[src/pf_pkg.sv]
`timescale 1ns / 1ps
// ----------------------------------------------------------------------------
// Prime factorization package
// Shared constants, result type and controller state type.
// ----------------------------------------------------------------------------
package pf_pkg;

    localparam int NUMBER_WIDTH_DEF = 32;
    localparam int MAX_RESULTS      = 30;
    localparam int FACTOR_WIDTH     = 31;
    localparam int M_TDATA_WIDTH    = ((FACTOR_WIDTH + 7) / 8) * 8;
    localparam int M_TUSER_WIDTH    = 2;

    typedef logic [FACTOR_WIDTH-1:0] factor_t;

    typedef struct packed {
        factor_t factor;
        logic    has_factor;
        logic    is_prime;
        logic    last;
    } result_t;

    typedef enum logic [1:0] {
        ST_IDLE,
        ST_START,
        ST_WAIT,
        ST_EMIT
    } pf_state_t;

endpackage

[src/prime_factorization.sv]
`timescale 1ns / 1ps
// ----------------------------------------------------------------------------
// Prime factorization
// Factors a signed integer by trial division and streams its prime factors.
// ----------------------------------------------------------------------------
// Each request on the input stream is one signed number; the block returns its
// prime factors in non-decreasing order, one result per factor with repeats,
// and marks the final one with tlast. A number of one or less gives a single
// result with no factor. The block works on one number at a time and is ready
// for the next one as soon as the last result sits in the output register. Each
// trial divisor takes one full pass of the bit-serial divider, and the divisors
// tried are 2 and then the odd numbers up to the root of the remaining value, so
// a 32-bit prime near the top of the range takes far longer than small numbers,
// or numbers whose prime factors are all small.
module prime_factorization import pf_pkg::*; #(
    parameter int NUMBER_WIDTH = NUMBER_WIDTH_DEF
) (
    input  logic                                   aclk,
    input  logic                                   aresetn,
    input  logic                                   s_axis_tvalid,
    output logic                                   s_axis_tready,
    // Fields from bit 0: number.
    input  logic [((NUMBER_WIDTH + 7) / 8) * 8-1:0] s_axis_tdata,
    output logic                                   m_axis_tvalid,
    input  logic                                   m_axis_tready,
    // Fields from bit 0: factor, then zero fill.
    output logic [M_TDATA_WIDTH-1:0]               m_axis_tdata,
    // Fields from bit 0: has_factor, is_prime.
    output logic [M_TUSER_WIDTH-1:0]               m_axis_tuser,
    output logic                                   m_axis_tlast
);

    logic                    div_start;
    logic [NUMBER_WIDTH-1:0] div_dividend;
    logic [NUMBER_WIDTH-1:0] div_divisor;
    logic                    div_done;
    logic [NUMBER_WIDTH-1:0] div_quotient;
    logic [NUMBER_WIDTH-1:0] div_remainder;
    logic                    res_valid;
    logic                    res_ready;
    result_t                 res_data;
    result_t                 out_data;

    pf_div #(
        .NUMBER_WIDTH(NUMBER_WIDTH)
    ) u_div (
        .aclk      (aclk),
        .aresetn   (aresetn),
        .start     (div_start),
        .dividend  (div_dividend),
        .divisor   (div_divisor),
        .done      (div_done),
        .quotient  (div_quotient),
        .remainder (div_remainder)
    );

    pf_ctrl #(
        .NUMBER_WIDTH(NUMBER_WIDTH)
    ) u_ctrl (
        .aclk          (aclk),
        .aresetn       (aresetn),
        .in_valid      (s_axis_tvalid),
        .in_ready      (s_axis_tready),
        .in_number     (s_axis_tdata[NUMBER_WIDTH-1:0]),
        .div_start     (div_start),
        .div_dividend  (div_dividend),
        .div_divisor   (div_divisor),
        .div_done      (div_done),
        .div_quotient  (div_quotient),
        .div_remainder (div_remainder),
        .res_valid     (res_valid),
        .res_ready     (res_ready),
        .res_data      (res_data)
    );

    pf_out u_out (
        .aclk     (aclk),
        .aresetn  (aresetn),
        .in_valid (res_valid),
        .in_ready (res_ready),
        .in_data  (res_data),
        .m_valid  (m_axis_tvalid),
        .m_ready  (m_axis_tready),
        .m_data   (out_data)
    );

    assign m_axis_tdata = M_TDATA_WIDTH'(out_data.factor);
    assign m_axis_tuser = {out_data.is_prime, out_data.has_factor};
    assign m_axis_tlast = out_data.last;

endmodule

[src/pf_div.sv]
`timescale 1ns / 1ps
// ----------------------------------------------------------------------------
// Bit-serial divider
// Restoring division that produces one quotient bit per cycle.
// ----------------------------------------------------------------------------
module pf_div import pf_pkg::*; #(
    parameter int NUMBER_WIDTH = NUMBER_WIDTH_DEF
) (
    input  logic                    aclk,
    input  logic                    aresetn,
    input  logic                    start,
    input  logic [NUMBER_WIDTH-1:0] dividend,
    input  logic [NUMBER_WIDTH-1:0] divisor,
    output logic                    done,
    output logic [NUMBER_WIDTH-1:0] quotient,
    output logic [NUMBER_WIDTH-1:0] remainder
);

    localparam int CNT_W = $clog2(NUMBER_WIDTH);

    logic                    busy_reg, busy_next;
    logic                    done_reg, done_next;
    logic [CNT_W-1:0]        cnt_reg, cnt_next;
    logic [NUMBER_WIDTH-1:0] quo_reg, quo_next;
    logic [NUMBER_WIDTH-1:0] rem_reg, rem_next;
    logic [NUMBER_WIDTH:0]   shifted;
    logic [NUMBER_WIDTH:0]   diff;

    always_comb begin
        shifted   = {rem_reg, quo_reg[NUMBER_WIDTH-1]};
        diff      = shifted - {1'b0, divisor};
        busy_next = busy_reg;
        done_next = 1'b0;
        cnt_next  = cnt_reg;
        quo_next  = quo_reg;
        rem_next  = rem_reg;
        if (start) begin
            busy_next = 1'b1;
            cnt_next  = '0;
            quo_next  = dividend;
            rem_next  = '0;
        end else if (busy_reg) begin
            if (diff[NUMBER_WIDTH]) begin
                rem_next = shifted[NUMBER_WIDTH-1:0];
                quo_next = {quo_reg[NUMBER_WIDTH-2:0], 1'b0};
            end else begin
                rem_next = diff[NUMBER_WIDTH-1:0];
                quo_next = {quo_reg[NUMBER_WIDTH-2:0], 1'b1};
            end
            cnt_next = cnt_reg + CNT_W'(1);
            if (cnt_reg == CNT_W'(NUMBER_WIDTH - 1)) begin
                busy_next = 1'b0;
                done_next = 1'b1;
            end
        end
    end

    always_ff @(posedge aclk) begin
        if (!aresetn) begin
            busy_reg <= 1'b0;
            done_reg <= 1'b0;
        end else begin
            busy_reg <= busy_next;
            done_reg <= done_next;
        end
        cnt_reg <= cnt_next;
        quo_reg <= quo_next;
        rem_reg <= rem_next;
    end

    assign done      = done_reg;
    assign quotient  = quo_reg;
    assign remainder = rem_reg;

endmodule

[src/pf_ctrl.sv]
`timescale 1ns / 1ps
// ----------------------------------------------------------------------------
// Prime factorization controller
// Walks the trial divisors, drives the divider and builds each result.
// ----------------------------------------------------------------------------
module pf_ctrl import pf_pkg::*; #(
    parameter int NUMBER_WIDTH = NUMBER_WIDTH_DEF
) (
    input  logic                    aclk,
    input  logic                    aresetn,
    input  logic                    in_valid,
    output logic                    in_ready,
    input  logic [NUMBER_WIDTH-1:0] in_number,
    output logic                    div_start,
    output logic [NUMBER_WIDTH-1:0] div_dividend,
    output logic [NUMBER_WIDTH-1:0] div_divisor,
    input  logic                    div_done,
    input  logic [NUMBER_WIDTH-1:0] div_quotient,
    input  logic [NUMBER_WIDTH-1:0] div_remainder,
    output logic                    res_valid,
    input  logic                    res_ready,
    output result_t                 res_data
);

    localparam int CNT_W = $clog2(MAX_RESULTS + 1);

    pf_state_t               state_reg, state_next;
    logic [NUMBER_WIDTH-1:0] rest_reg, rest_next;
    logic [NUMBER_WIDTH-1:0] trial_reg, trial_next;
    logic [CNT_W-1:0]        count_reg, count_next;
    result_t                 res_reg, res_next;

    always_ff @(posedge aclk) begin
        if (!aresetn) begin
            state_reg <= ST_IDLE;
        end else begin
            state_reg <= state_next;
        end
        rest_reg  <= rest_next;
        trial_reg <= trial_next;
        count_reg <= count_next;
        res_reg   <= res_next;
    end

    always_comb begin
        state_next = state_reg;
        rest_next  = rest_reg;
        trial_next = trial_reg;
        count_next = count_reg;
        res_next   = res_reg;
        in_ready   = 1'b0;
        div_start  = 1'b0;
        res_valid  = 1'b0;
        unique case (state_reg)
            ST_IDLE: begin
                in_ready = 1'b1;
                if (in_valid) begin
                    if (in_number[NUMBER_WIDTH-1] || in_number <= NUMBER_WIDTH'(1)) begin
                        res_next.factor     = '0;
                        res_next.has_factor = 1'b0;
                        res_next.is_prime   = 1'b0;
                        res_next.last       = 1'b1;
                        state_next          = ST_EMIT;
                    end else begin
                        rest_next  = in_number;
                        trial_next = NUMBER_WIDTH'(2);
                        count_next = '0;
                        state_next = ST_START;
                    end
                end
            end
            ST_START: begin
                div_start  = 1'b1;
                state_next = ST_WAIT;
            end
            ST_WAIT: begin
                if (div_done) begin
                    if (div_quotient < trial_reg) begin
                        // The remaining value has no divisor up to its root, so it is prime.
                        res_next.factor     = factor_t'(rest_reg);
                        res_next.has_factor = 1'b1;
                        res_next.is_prime   = (count_reg == '0);
                        res_next.last       = 1'b1;
                        state_next          = ST_EMIT;
                    end else if (div_remainder == '0) begin
                        res_next.factor     = factor_t'(trial_reg);
                        res_next.has_factor = 1'b1;
                        res_next.is_prime   = 1'b0;
                        res_next.last       = (count_reg == CNT_W'(MAX_RESULTS - 1));
                        rest_next           = div_quotient;
                        count_next          = count_reg + CNT_W'(1);
                        state_next          = ST_EMIT;
                    end else begin
                        // After two, only odd divisors can divide the remaining value.
                        trial_next = (trial_reg == NUMBER_WIDTH'(2)) ? NUMBER_WIDTH'(3)
                                                                      : trial_reg + NUMBER_WIDTH'(2);
                        state_next = ST_START;
                    end
                end
            end
            ST_EMIT: begin
                res_valid = 1'b1;
                if (res_ready) begin
                    state_next = res_reg.last ? ST_IDLE : ST_START;
                end
            end
            default: begin
                state_next = ST_IDLE;
            end
        endcase
    end

    assign div_dividend = rest_reg;
    assign div_divisor  = trial_reg;
    assign res_data     = res_reg;

endmodule

[src/pf_out.sv]
`timescale 1ns / 1ps
// ----------------------------------------------------------------------------
// Result output register
// Holds one result for the downstream side so the engine can move on.
// ----------------------------------------------------------------------------
module pf_out import pf_pkg::*; (
    input  logic    aclk,
    input  logic    aresetn,
    input  logic    in_valid,
    output logic    in_ready,
    input  result_t in_data,
    output logic    m_valid,
    input  logic    m_ready,
    output result_t m_data
);

    logic    valid_reg, valid_next;
    result_t data_reg, data_next;

    always_comb begin
        in_ready   = !valid_reg || m_ready;
        valid_next = valid_reg;
        data_next  = data_reg;
        if (in_ready) begin
            valid_next = in_valid;
            if (in_valid) begin
                data_next = in_data;
            end
        end
    end

    always_ff @(posedge aclk) begin
        if (!aresetn) begin
            valid_reg <= 1'b0;
        end else begin
            valid_reg <= valid_next;
        end
        data_reg <= data_next;
    end

    assign m_valid = valid_reg;
    assign m_data  = data_reg;

endmodule

[config.mk]
export PLATFORM = sky130hd
export DESIGN_NAME = prime_factorization
export DESIGN_NICKNAME = d
export VERILOG_FILES = /design/src/pf_pkg.sv /design/src/prime_factorization.sv /design/src/pf_div.sv /design/src/pf_ctrl.sv /design/src/pf_out.sv
export SDC_FILE = /design/constraint.sdc
export NUM_CORES = 1
export LEC_CHECK = 0
export BUFFER_PORTS_ARGS = -buffer_cell sky130_fd_sc_hd__buf_2
export CELL_PAD_IN_SITES_DETAIL_PLACEMENT = 1
export CELL_PAD_IN_SITES_GLOBAL_PLACEMENT = 2
export CORE_MARGIN = 5
export CORE_UTILIZATION = 36
export DETAILED_ROUTE_END_ITERATION = 12
export PLACE_DENSITY = 0.83
export REMOVE_ABC_BUFFERS = 1
export SYNTH_ARGS = -nofsm -noshare
export SYNTH_HDL_FRONTEND = slang
export SYNTH_SLANG_ARGS = --single-unit
export TNS_END_PERCENT = 1
[constraint.sdc]
create_clock -name aclk -period 4.2 [get_ports aclk]
set_input_delay 0.42 -clock aclk [delete_from_list [all_inputs] [get_ports aclk]]
set_output_delay 0.42 -clock aclk [all_outputs]
set_load 0.1 [all_outputs]
==> results by group, run 1 <==
Die
  – Die width: between 150 and 200 um
  – Die height: 192 um
  – Die ar.: about 37,000 um2
  – Num rows: 66
  – Io pins: 73
  – Core ar.: approximately 33,000 um2
  – Starting density of the core: 0.366

STA
  – Layout Skew: approximately 0.011 ns
  – Final hold vios: 0
  – Worst-Margin Slew: roughly 1.2 ns
  – RSZ-0062 raised after global routing: false
  – Final Critical Period: about 3.9 ns
  – Setup ws final: ~0.33 ns
  – Pins Over Slew Limit: 0
  – Final setup viols: 0
  – Final period utilization: 0.921
  – Maximum clock rate: 258 MHz
  – Worst relative slew slack: 0.219

Synth
  – Synth Area per Inst: about 10 um2
  – Synth Area in XOR/XNOR: 0.0505
  – Count of cell types in the netlist: between 70 and 80
  – Mux contribution to synthesized area: 0.00669
  – Synth Instances: between 1,000 and 1,500
  – EDFF count, synth: ~170
  – Dominant synthesized flop cell: edfxtp_1
  – Compound-Gate Fraction of Synth Area: 0.131
  – Syn. warnings: 0
  – Post-synth top area cell: edfxtp_1
  – Seq/Total Area, Yosys: 0.494
  – Adder-cell area share of the yosys netlist: 0.0738
  – Synth top area cells: edfxtp_1 (42%), nand2_1 (8.6%), ha_1 (7.2%)
  – Synth top area share: 0.424
  – Mapped Area: about 12,000 um2
  – #FFs+latches synth: between 200 and 250
  – Main combinational cell family by area after synthesis: simple AND/OR/NAND/NOR gates
  – Post-synthesis async set-or-reset flop share: 0
  – Simple-gate portion of the synthesized area: 0.199

Layout
  – Commonest non-fill, non-tap cell in the layout: nand2_1
  – Most frequent cells in the layout: nand2_1 (275), edfxtp_1 (169), nor2_1 (80), a21oi_1 (80), buf_2 (71)
  – Antenna cells: 0
  – Final Util: 0.414
  – Share of cells above drive strength 1: 0.130
  – Synthesis-to-layout area growth: 13.2%
  – Fillers: around 3,800
  – NumNets Final: 1,379

Power and ir drop
  – Power Density: between 500 and 600 nW/um2
  – Pwr Total: between 7000 and 8000 uW
  – Max VDD drop: 0.351 mV
  – Leak: about 0.0053 uW

Route
  – Routed WL: 35.3 mm
  – DR pass1 iterations: 5
  – Routed Antenna Nets: 0
  – Initial DRC Count: roughly 540
  – DR vias: between 9,000 and 10,000
  – DRC violations left: 0
  – DR WL/cell: around 20 um
  – Routed vias/inst: between 5 and 6

Clocking
  – H-tree depth: 1
  – Num CTS Buffers: 25
  – Hold buffers post-CTS: 0
  – Reg clk slew, reported paths: 0.06 ns
  – Post-CTS Setup Repair Bufs: 0
  – TritonCTS clock tree: done
  – Clock latency on the worst-skew pair: about 0.53 ns
  – Root Driver: clkbuf_16
  – CTS Sinks: 211
  – Post_cts resized: 0
  – Clock buffer depth: 3

Global routing
  – First-pass GRT wire length: ~55 mm
  – Largest net degree at the start of global routing: between 70 and 80
  – Vias in the first global route: 9,773
  – Antenna violations before repair: 0
  – Gr usage total: 0.189
  – Grt ovf: 0

Critical path
  – CP delay by family, top: compound AO/OA/AOI/OAI gates
  – Worst-path cell chain: inv_1, ha_1, nand4_1, or2_0, or4_1, a311oi_4, o21bai_1, a21oi_4
  – CP max stage delay: 0.95 ns
  – Worst-path maximum fanout: 32
  – Critical Path Start Type: register
  – Worst Path Buf+Inv: 1
  – CP Capture Type: register
  – R2R Setup Slk: 0.33 ns
  – Worst path slowest cell: a21oi_4
  – CP Data Arrival Time: ~4 ns
  – WP data required: approximately 4.3 ns
  – Worst setup path category: reg -> reg

Place
  – Post-DP HPWL: 25.2 mm
  – Worst slack, placed: 0.362 ns
  – I/O Buffers: 71
  – Routability cong.: about 0.85

Worst hold path
  – Worst Hold Class: in -> reg

Run
  – Maxcap violations: 0

Status
  – Status: finished clean
## Yosys cell counts (4+ instances only)
| master | number |
|---|---|
| or3b_1 | 24 |
| and2_1 | 4 |
| edfxtp_1 | 169 |
| nand3_1 | 20 |
| o211ai_1 | 6 |
| clkbuf_8 | 7 |
| nor2b_1 | 9 |
| o21a_1 | 5 |
| o21bai_1 | 5 |
| nand2b_1 | 9 |
| xor2_1 | 18 |
| nor2_1 | 81 |
| a311oi_1 | 8 |
| o21ai_0 | 60 |
| and3_1 | 6 |
| nand2_1 | 275 |
| a311oi_2 | 9 |
| xnor2_1 | 46 |
| nand4_1 | 19 |
| a211oi_1 | 4 |
| a21oi_1 | 82 |
| a21o_1 | 21 |
| ha_1 | 69 |
| inv_1 | 46 |
| nor3_1 | 13 |
| nor4_1 | 24 |
| buf_6 | 5 |
| dfxtp_1 | 42 |
| a31oi_1 | 9 |
| o21ai_1 | 10 |
| or3b_2 | 7 |
| clkbuf_1 | 45 |
| mux2i_1 | 8 |
## path summary, 6_finish.rpt
check | from | end | cells after the start
worst min-delay path | s_axis_tdata[0] | u_ctrl.div_dividend[0]$_DFFE_PP_ | 3
worst max-delay path | u_ctrl.div_divisor[28]$_SDFFCE_PP0P_ | u_ctrl.div_divisor[17]$_SDFFCE_PP0P_ | 8
worst min register to register | u_ctrl.res_data[4]$_SDFFCE_PN0P_ | u_out.m_data[4]$_DFFE_PP_ | 0
worst max register to register | u_ctrl.div_divisor[28]$_SDFFCE_PP0P_ | u_ctrl.div_divisor[17]$_SDFFCE_PP0P_ | 8
## routing by layer
metal	global-route usage	routed length [um]
met5	0	0
met4	0.0491	869
met3	0.0232	1490
met2	0.330	17000
met1	0.250	15900
## per-stage QoR
step                      instance area (um2)  hold slack (ns)  instances  TNS (ns)
after CTS                               13500            0.163       1733         0
after detailed placement                12800            0.405       1688         0
after floorplan                         11600            0.400       1158   -238.20
after global placement                  12800            0.402       1688         0
after global routing                    13500            0.184       1733         0
final                                   13500            0.185       1733         0
## kinds of logic (layout without fill, tap and decap cells)
kind of cell | Yosys count | in the layout
compound gates | 244 | 244
xor+xnor | 66 | 66
fa+ha+maj | 70 | 70
buf+inv | 108 | 179
flops | 211 | 211
mux | 8 | 8
other cells | 1 | 1
simple gates | 512 | 512
## tightest hold or removal path: cells and delay by family
family,cells,cell delay [ns]
buf+inv,1,0.08
simple gates,2,0.09
## report_power, final
part	internal (uW)	switching, uW
Sequential	2570	301
Combinational	1070	1720
Clock	1210	890
## layout make-up
cell class	instances	area, um2	share of cell area
tap	442	553	0.0408
multi-input combinational	901	5600	0.414
timing repair buffer	88	520	0.0384
clock buffer	26	629	0.0465
inverter	46	173	0.0127
sequential	211	5920	0.437
clock inverter	19	150	0.0111
Note: power is estimated with default switching activity, not from simulation.
==> run 2, diff against run 1 <==
Settings changed: CORE_UTILIZATION 36 to 40, PLACE_DENSITY 0.83 to 0.87, REMOVE_ABC_BUFFERS 1 to unset.
Clock period 4.2 ns to 3.92 ns, I/O delays scaled along.
==> run 2 against run 1 <==
Sequential share of layout area is essentially flat; critical endpoint is now u_ctrl.res_data[12]$_SDFFCE_PN0P_; die area shrank 9.5%; cell count down 2.4%; maximum frequency up 2.9%; highest routed layer unchanged; register-to-register slack worse by 0.17 ns; largest cell class unchanged; hold slack got worse by 0.059 ns; critical path depth rose by 3; core utilization is 4.4 points higher; flip-flop and latch count stayed put; via count grew 1.8%; clock skew increased by 0.0030 ns.
==> results by group, run 2 (synthesized netlist as in run 1, its figures left out) <==
Status
  – Status: finished clean

STA
  – Pins Over Slew Limit: 0 (unchanged)
  – RSZ-0062 raised after global routing: false
  – Layout Skew: 0.0142 ns (+0.00303 ns)
  – Final period utilization: 0.960 (+0.0384)
  – Final Critical Period: 3.76 ns (-0.107 ns)
  – Worst hold margin: 0.127 ns (-0.0587 ns)
  – Worst-Margin Slew: 1.04 ns (-0.127 ns)
  – Setup ws final: 0.158 ns (-0.173 ns)
  – Maximum clock rate: 266 MHz (+2.9%)
  – Worst relative slew slack: 0.304 (+0.0849)
  – Final hold vios: 0 (unchanged)
  – Final setup viols: 0 (unchanged)

Clocking
  – Reg clk slew, reported paths: 0.06 ns (about the same)
  – Hold buffers post-CTS: 0 (unchanged)
  – Post-CTS Setup Repair Bufs: 0 (unchanged)
  – Num CTS Buffers: 27 (+8.0%)
  – H-tree depth: 1 (unchanged)
  – Clock latency on the worst-skew pair: 0.55 ns (+0.02 ns)
  – Root Driver: clkbuf_16
  – Post_cts resized: 0 (unchanged)
  – Clock buffer depth: 3 (unchanged)
  – TritonCTS clock tree: done
  – CTS Sinks: 211 (unchanged)

Global routing
  – Grt ovf: 0 (unchanged)
  – First-pass GRT wire length: 56.9 mm (+2.8%)
  – Antenna violations before repair: 0 (unchanged)
  – Vias in the first global route: 10,208 (+4.5%)
  – Largest net degree at the start of global routing: 71 (unchanged)
  – Gr usage total: 0.210 (+0.0211)

Critical path
  – CP Data Arrival Time: 3.99 ns (-0.02 ns)
  – CP Launch Point: u_ctrl.div_divisor[13]$_SDFFCE_PP0P_
  – Worst-path cell chain: inv_1, ha_1, a21o_1, a21oi_1, nor2b_1, a2111oi_0, buf_4, a311oi_4, o21bai_1, a31o_2, buf_12
  – Worst setup path category: reg -> reg
  – Worst path slowest cell: edfxtp_1
  – R2R Setup Slk: 0.16 ns (-0.17 ns)
  – WP data required: 4.15 ns (-0.19 ns)
  – Critical Path Start Type: register
  – CP max stage delay: 0.59 ns (-0.36 ns)
  – R2R Path Start: u_ctrl.div_divisor[13]$_SDFFCE_PP0P_
  – CP Capture Type: register
  – Worst-path maximum fanout: 29 (-9.4%)

Die
  – Die height: 183 um (-4.9%)
  – Io pins: 73 (unchanged)
  – Die ar.: 33,500 um2 (-9.5%)
  – Starting density of the core: 0.405 (+0.0389)
  – Core ar.: 29,600 um2 (-9.6%)
  – Die width: 183 um (-4.9%)
  – Num rows: 63 (-4.5%)

Place
  – Routability cong.: 0.853 (+0.49%)
  – Worst slack, placed: 0.216 ns (-0.146 ns)
  – Post-DP HPWL: 25.3 mm (+0.48%)
  – I/O Buffers: 71 (unchanged)

Route
  – DR vias: 9,414 (+1.8%)
  – DRC violations left: 0 (unchanged)
  – Routed Antenna Nets: 0 (unchanged)
  – Routed vias/inst: 5.56 (+4.3%)
  – Initial DRC Count: 581 (+7.2%)
  – Routed WL: 35.4 mm (+0.21%)
  – DR WL/cell: 20.9 um (+2.6%)
  – DR pass1 iterations: 5 (unchanged)

Layout
  – Share of cells above drive strength 1: 0.134 (+0.00351)
  – Commonest non-fill, non-tap cell in the layout: nand2_1
  – Antenna cells: 0 (unchanged)
  – NumNets Final: 1,387 (+0.58%)
  – Synthesis-to-layout area growth: 13.2% (about the same)
  – Most frequent cells in the layout: nand2_1 (275), edfxtp_1 (169), nor2_1 (80), a21oi_1 (80), buf_2 (71)

Power and ir drop
  – Max VDD drop: 0.536 mV (+53%)
  – Power Density: 615 nW/um2 (+7.5%)
  – Leak: 0.00538 uW (+1.1%)

Synth
  – Net Count, Synth: between 1,000 and 1,500

Worst hold path
  – Worst Hold Class: in -> reg
  – Origin of the worst min-delay path: s_axis_tdata[29]

Run
  – Maxcap violations: 0 (unchanged)
[run 2: cell count changes in the layout (fill, tap and decap cells not counted), moves of 2 or more]
cell,before,now
buf_4,14,21
clkinv_1,7,3
clkinvlp_4,4,0
clkbuf_1,1,10
bufinv_16,2,0
clkbuf_16,25,27
clkbuf_8,0,3
[run 2: power breakdown]
| group | switching (uW) | internal, uW |
|---|---|---|
| sequential | 321 | 2760 |
| combinational | 1810 | 1140 |
| clock | 979 | 1340 |
[run 2: layout make-up]
| cell class | count | area, um2 |
|---|---|---|
| timing repair buffer | 94 | 553 |
| clock inverter | 10 | 67.6 |
| multi-input combinational | 901 | 5600 |
| fill | 3369 | 16000 |
| inverter | 46 | 173 |
| sequential | 211 | 5920 |
| tap | 390 | 488 |
| clock buffer | 40 | 754 |
[run 2: final timing paths]
| kind | end | cells past startpoint |
|---|---|---|
| worst max register to register | u_ctrl.res_data[12]$_SDFFCE_PN0P_ | 11 |
| worst min register to register | u_out.m_data[25]$_DFFE_PP_ | 0 |
| worst min-delay path | u_ctrl.div_dividend[29]$_DFFE_PP_ | 3 |
| worst max-delay path | u_ctrl.res_data[12]$_SDFFCE_PN0P_ | 11 |
[run 2: metrics by stage]
step | cell area (um2) | instances | power, uW | util | setup TNS (ns)
6_report | 13600 | 1692 | 8340 | 0.459 | 0
5_1_grt | 13600 | 1692 | 8880 | 0.459 | 0
4_1_cts | 13600 | 1692 | 8420 | 0.459 | 0
3_5_place_dp | 12700 | 1642 | 6050 | 0.431 | 0
3_3_place_gp | 12700 | 1642 | 5970 | 0.431 | 0
2_1_floorplan | 12000 | 1220 | 5320 | - | -14.26
[run 2: worst max-delay path: cells and delay by family, from the launching register on]
family	cells	cell delay [ns]
adders and majority gates	1	0.34
AOI/OAI and AO/OA	6	1.77
buffers and inverters	3	0.65
and+or+nand+nor	1	0.06
DFF	1	0.59
[run 2: routing by layer]
layer / vias to the layer above / global-route usage / part of all wire
li1: 4477 / - / -
met1: 4672 / 0.271 / 0.44
met2: 202 / 0.377 / 0.50
met3: 63 / 0.0250 / 0.037
met4: 0 / 0.0536 / 0.026
met5: - / 0 / 0
==> run 3, diff against run 2 <==
Settings changed: ABC_AREA set to 1, CORE_UTILIZATION 40 to 37.
==> run 3 against run 2 <==
Clock-buffer cell count down 14; critical path depth up 5; first-iteration DRC count up 34%; largest cell class unchanged; clock skew up 0.0034 ns; register-to-register slack better by 0.56 ns; largest power group is now combinational cells.
==> results by group, run 3 <==
Power and ir drop
  – Pwr Total: 13,500 uW (+62%)
  – Power share of the clock group: 0.167 (-0.111)
  – Internal power: 6910 uW (+32%)
  – Max VDD drop: 0.514 mV (-4.0%)
  – Psw: 6570 uW (+110%)
  – Switching part of the total: 0.487 (+0.114)
  – Leak: 0.00693 uW (+29%)
  – Power Density: 916 nW/um2 (+49%)
  – Reg power frac: 0.316 (-0.053)
  – Logic gate share of total power: 0.518 (+0.164)

Clocking
  – Post-CTS Setup Repair Bufs: 0 (unchanged)
  – Post_cts resized: 0 (unchanged)
  – Clock buffer depth: 3 (unchanged)
  – Reg clk slew, reported paths: 0.06 ns (about the same)
  – CTS Sinks: 211 (unchanged)
  – Hold buffers post-CTS: 0 (unchanged)
  – TritonCTS clock tree: done
  – Clock latency on the worst-skew pair: 0.53 ns (-0.02 ns)
  – H-tree depth: 1 (unchanged)
  – Num CTS Buffers: 24 (-11%)
  – Root Driver: clkbuf_16

Route
  – DR WL/cell: 18.9 um (-9.6%)
  – DR pass1 iterations: 5 (unchanged)
  – Initial DRC Count: 776 (+34%)
  – Routed vias/inst: 5.11 (-8.2%)
  – DRC violations left: 0 (unchanged)
  – Routed Antenna Nets: 0 (unchanged)
  – DR vias: 11,406 (+21%)
  – Routed WL: 42.2 mm (+19%)

Synth
  – Count of cell types in the netlist: 45 (-37%)
  – Synth top area cells: edfxtp_1 (39%), nand2_1 (15%), inv_1 (8.4%)
  – Post-synth top area cell: edfxtp_1
  – Net Count, Synth: 1,800 (+36%)
  – Syn. warnings: 0 (unchanged)
  – EDFF count, synth: 169 (unchanged)
  – Synth top area share: 0.388 (-0.0359)
  – #FFs+latches synth: 211 (unchanged)
  – Synth Instances: 1,694 (+39%)
  – Seq/Total Area, Yosys: 0.452 (-0.0418)
  – Mapped Area: 13,100 um2 (+9.2%)
  – Top cells by count, synth: nand2_1 (515), inv_1 (293), edfxtp_1 (169), nand3_1 (139), o21ai_0 (100)
  – Dominant synthesized flop cell: edfxtp_1
  – Post-synthesis async set-or-reset flop share: 0 (unchanged)
  – Most frequent cell after synthesis: nand2_1
  – Synth Area per Inst: 7.72 um2 (-21%)

Critical path
  – Crit-path most repeated cell: nand2_1
  – Critical Path Start Type: register
  – Worst path slowest cell: fa_1
  – CP Launch Point: u_div.quotient[31]$_DFFE_PP_
  – Worst-path maximum fanout: 25 (-14%)
  – R2R Path Start: u_div.quotient[31]$_DFFE_PP_
  – CP Data Arrival Time: 3.60 ns (-0.39 ns)
  – Worst-path cell chain: inv_1, ha_1, inv_1, fa_1, nand3_1, nand3_2, nand2_1, nand2_2, nand2_1, nand2_2, nand2_4, nand3_4, nand2_4, nand2_1, nand3_1, nand2_1
  – CP Capture Type: register
  – WP data required: 4.32 ns (+0.17 ns)
  – CP max stage delay: 0.49 ns (-0.10 ns)
  – Worst setup path category: reg -> reg

Layout
  – Antenna cells: 0 (unchanged)
  – NumNets Final: 1,869 (+35%)
  – Synthesis-to-layout area growth: 12.5%
  – Most frequent cells in the layout: nand2_1 (515), inv_1 (293), edfxtp_1 (169)
  – Share of cells above drive strength 1: 0.0934 (-0.0402)
  – Commonest non-fill, non-tap cell in the layout: nand2_1
  – Final Util: 0.424 (-0.0347)

STA
  – Final setup viols: 0 (unchanged)
  – RSZ-0062 raised after global routing: false
  – Pins Over Slew Limit: 0 (unchanged)
  – Final Critical Period: 3.20 ns (-0.560 ns)
  – Layout Skew: 0.0176 ns (+0.00341 ns)
  – Final period utilization: 0.817 (-0.143)
  – Maximum clock rate: 312 MHz (+17%)
  – Setup TNS: 0 ns (unchanged)
  – Worst-Margin Slew: 1.09 ns (+0.0505 ns)
  – Worst relative slew slack: 0.272 (-0.0320)
  – Setup ws final: 0.718 ns (+0.560 ns)
  – Final hold vios: 0 (unchanged)

Place
  – Routability cong.: 0.905 (+6.1%)
  – I/O Buffers: 71 (unchanged)
  – Worst slack, placed: 0.800 ns (+0.583 ns)
  – Post-DP HPWL: 31.9 mm (+26%)

Global routing
  – First-pass GRT wire length: 65.6 mm (+15%)
  – Antenna violations before repair: 0 (unchanged)
  – Largest net degree at the start of global routing: 88 (+24%)
  – Grt ovf: 0 (unchanged)
  – Gr usage total: 0.212 (+0.00167)
  – Vias in the first global route: 11,847 (+16%)

Die
  – Core ar.: 34,700 um2 (+17%)
  – Die height: 198 um (+8.2%)
  – Io pins: 73 (unchanged)
  – Starting density of the core: 0.377 (-0.0282)
  – Die ar.: 39,200 um2 (+17%)
  – Num rows: 68 (+7.9%)
  – Die width: 198 um (+8.2%)

Worst hold path
  – Worst Hold Class: in -> reg
  – Origin of the worst min-delay path: aresetn

Status
  – Status: finished clean

Run
  – Maxcap violations: 0 (unchanged)
run 3: cell count changes in the layout (fill, tap and decap cells not counted), sizes merged, moves of 14 or more:
cell    previous run  this run
a21o              22         1
a21oi             83        51
a311oi            17         0
clkbuf            40        26
inv               48       302
nand2            276       528
nand3             20       143
nand4             19        37
nor2              82       111
nor3              13        32
nor4              25        10
o21ai             70       101
or3b              31         0
xnor2             47        16
run 3: power groups by stage:
stage                     logic, uW  clock network, uW  registers (uW)
after floorplan                4710                  0            4320
after global placement         6800                  0            4240
after detailed placement       6990                  0            4280
after CTS                      7040               2290            4250
after global routing           7800               2390            4340
final                          6980               2250            4250
run 3: critical path: cells and delay by family (launching register included):
kind / cells / cell delay [ns]
AND/OR/NAND/NOR: 12 / 1.70
adder cells (fa/ha/maj): 2 / 0.68
flip-flops: 1 / 0.39
buffers and inverters: 2 / 0.28
run 3: cells by family after synthesis:
group                    share of synthesized area
XOR/XNOR                                    0.0221
AO/OA/AOI/OAI                               0.0661
other                                     0.000287
adder cells (fa/ha/maj)                     0.0675
flip-flops                                   0.452
buffers and inverters                        0.100
AND/OR/NAND/NOR                              0.291
run 3: cell type report:
type                       count  area, um2
clock inverter                14        138
clock buffer                  26        629
timing repair buffer          82        438
inverter                     302       1130
fill                        4323      20000
tap                          455        569
multi-input combinational   1142       5890
sequential                   211       5920
run 3: path summary, 6_finish.rpt:
kind | to | slack (ns) | depth (start not counted)
worst max-delay path | u_div.remainder[10]$_SDFFE_PP0P_ | 0.72 | 16
worst min-delay path | u_ctrl.state_reg[0]$_SDFFE_PN0P_ | 0.14 | 3
worst max register to register | u_div.remainder[10]$_SDFFE_PP0P_ | 0.72 | 16
worst min register to register | u_out.m_data[27]$_DFFE_PP_ | 0.41 | 0
run 3: metal layers:
metal / up-vias / wire, um / global-route usage
li1: 5604 / - / -
met1: 5507 / 19400 / 0.287
met2: 233 / 20100 / 0.367
met3: 62 / 1600 / 0.0199
met4: 0 / 1120 / 0.0523
met5: - / 0 / 0
run 3: stage by stage:
step	cells	cell area, um2	hold slack [ns]
after floorplan	1694	13100	0.400
after global placement	2192	13900	0.402
after detailed placement	2192	13900	0.405
after CTS	2232	14700	0.121
after global routing	2232	14700	0.136
final	2232	14700	0.138
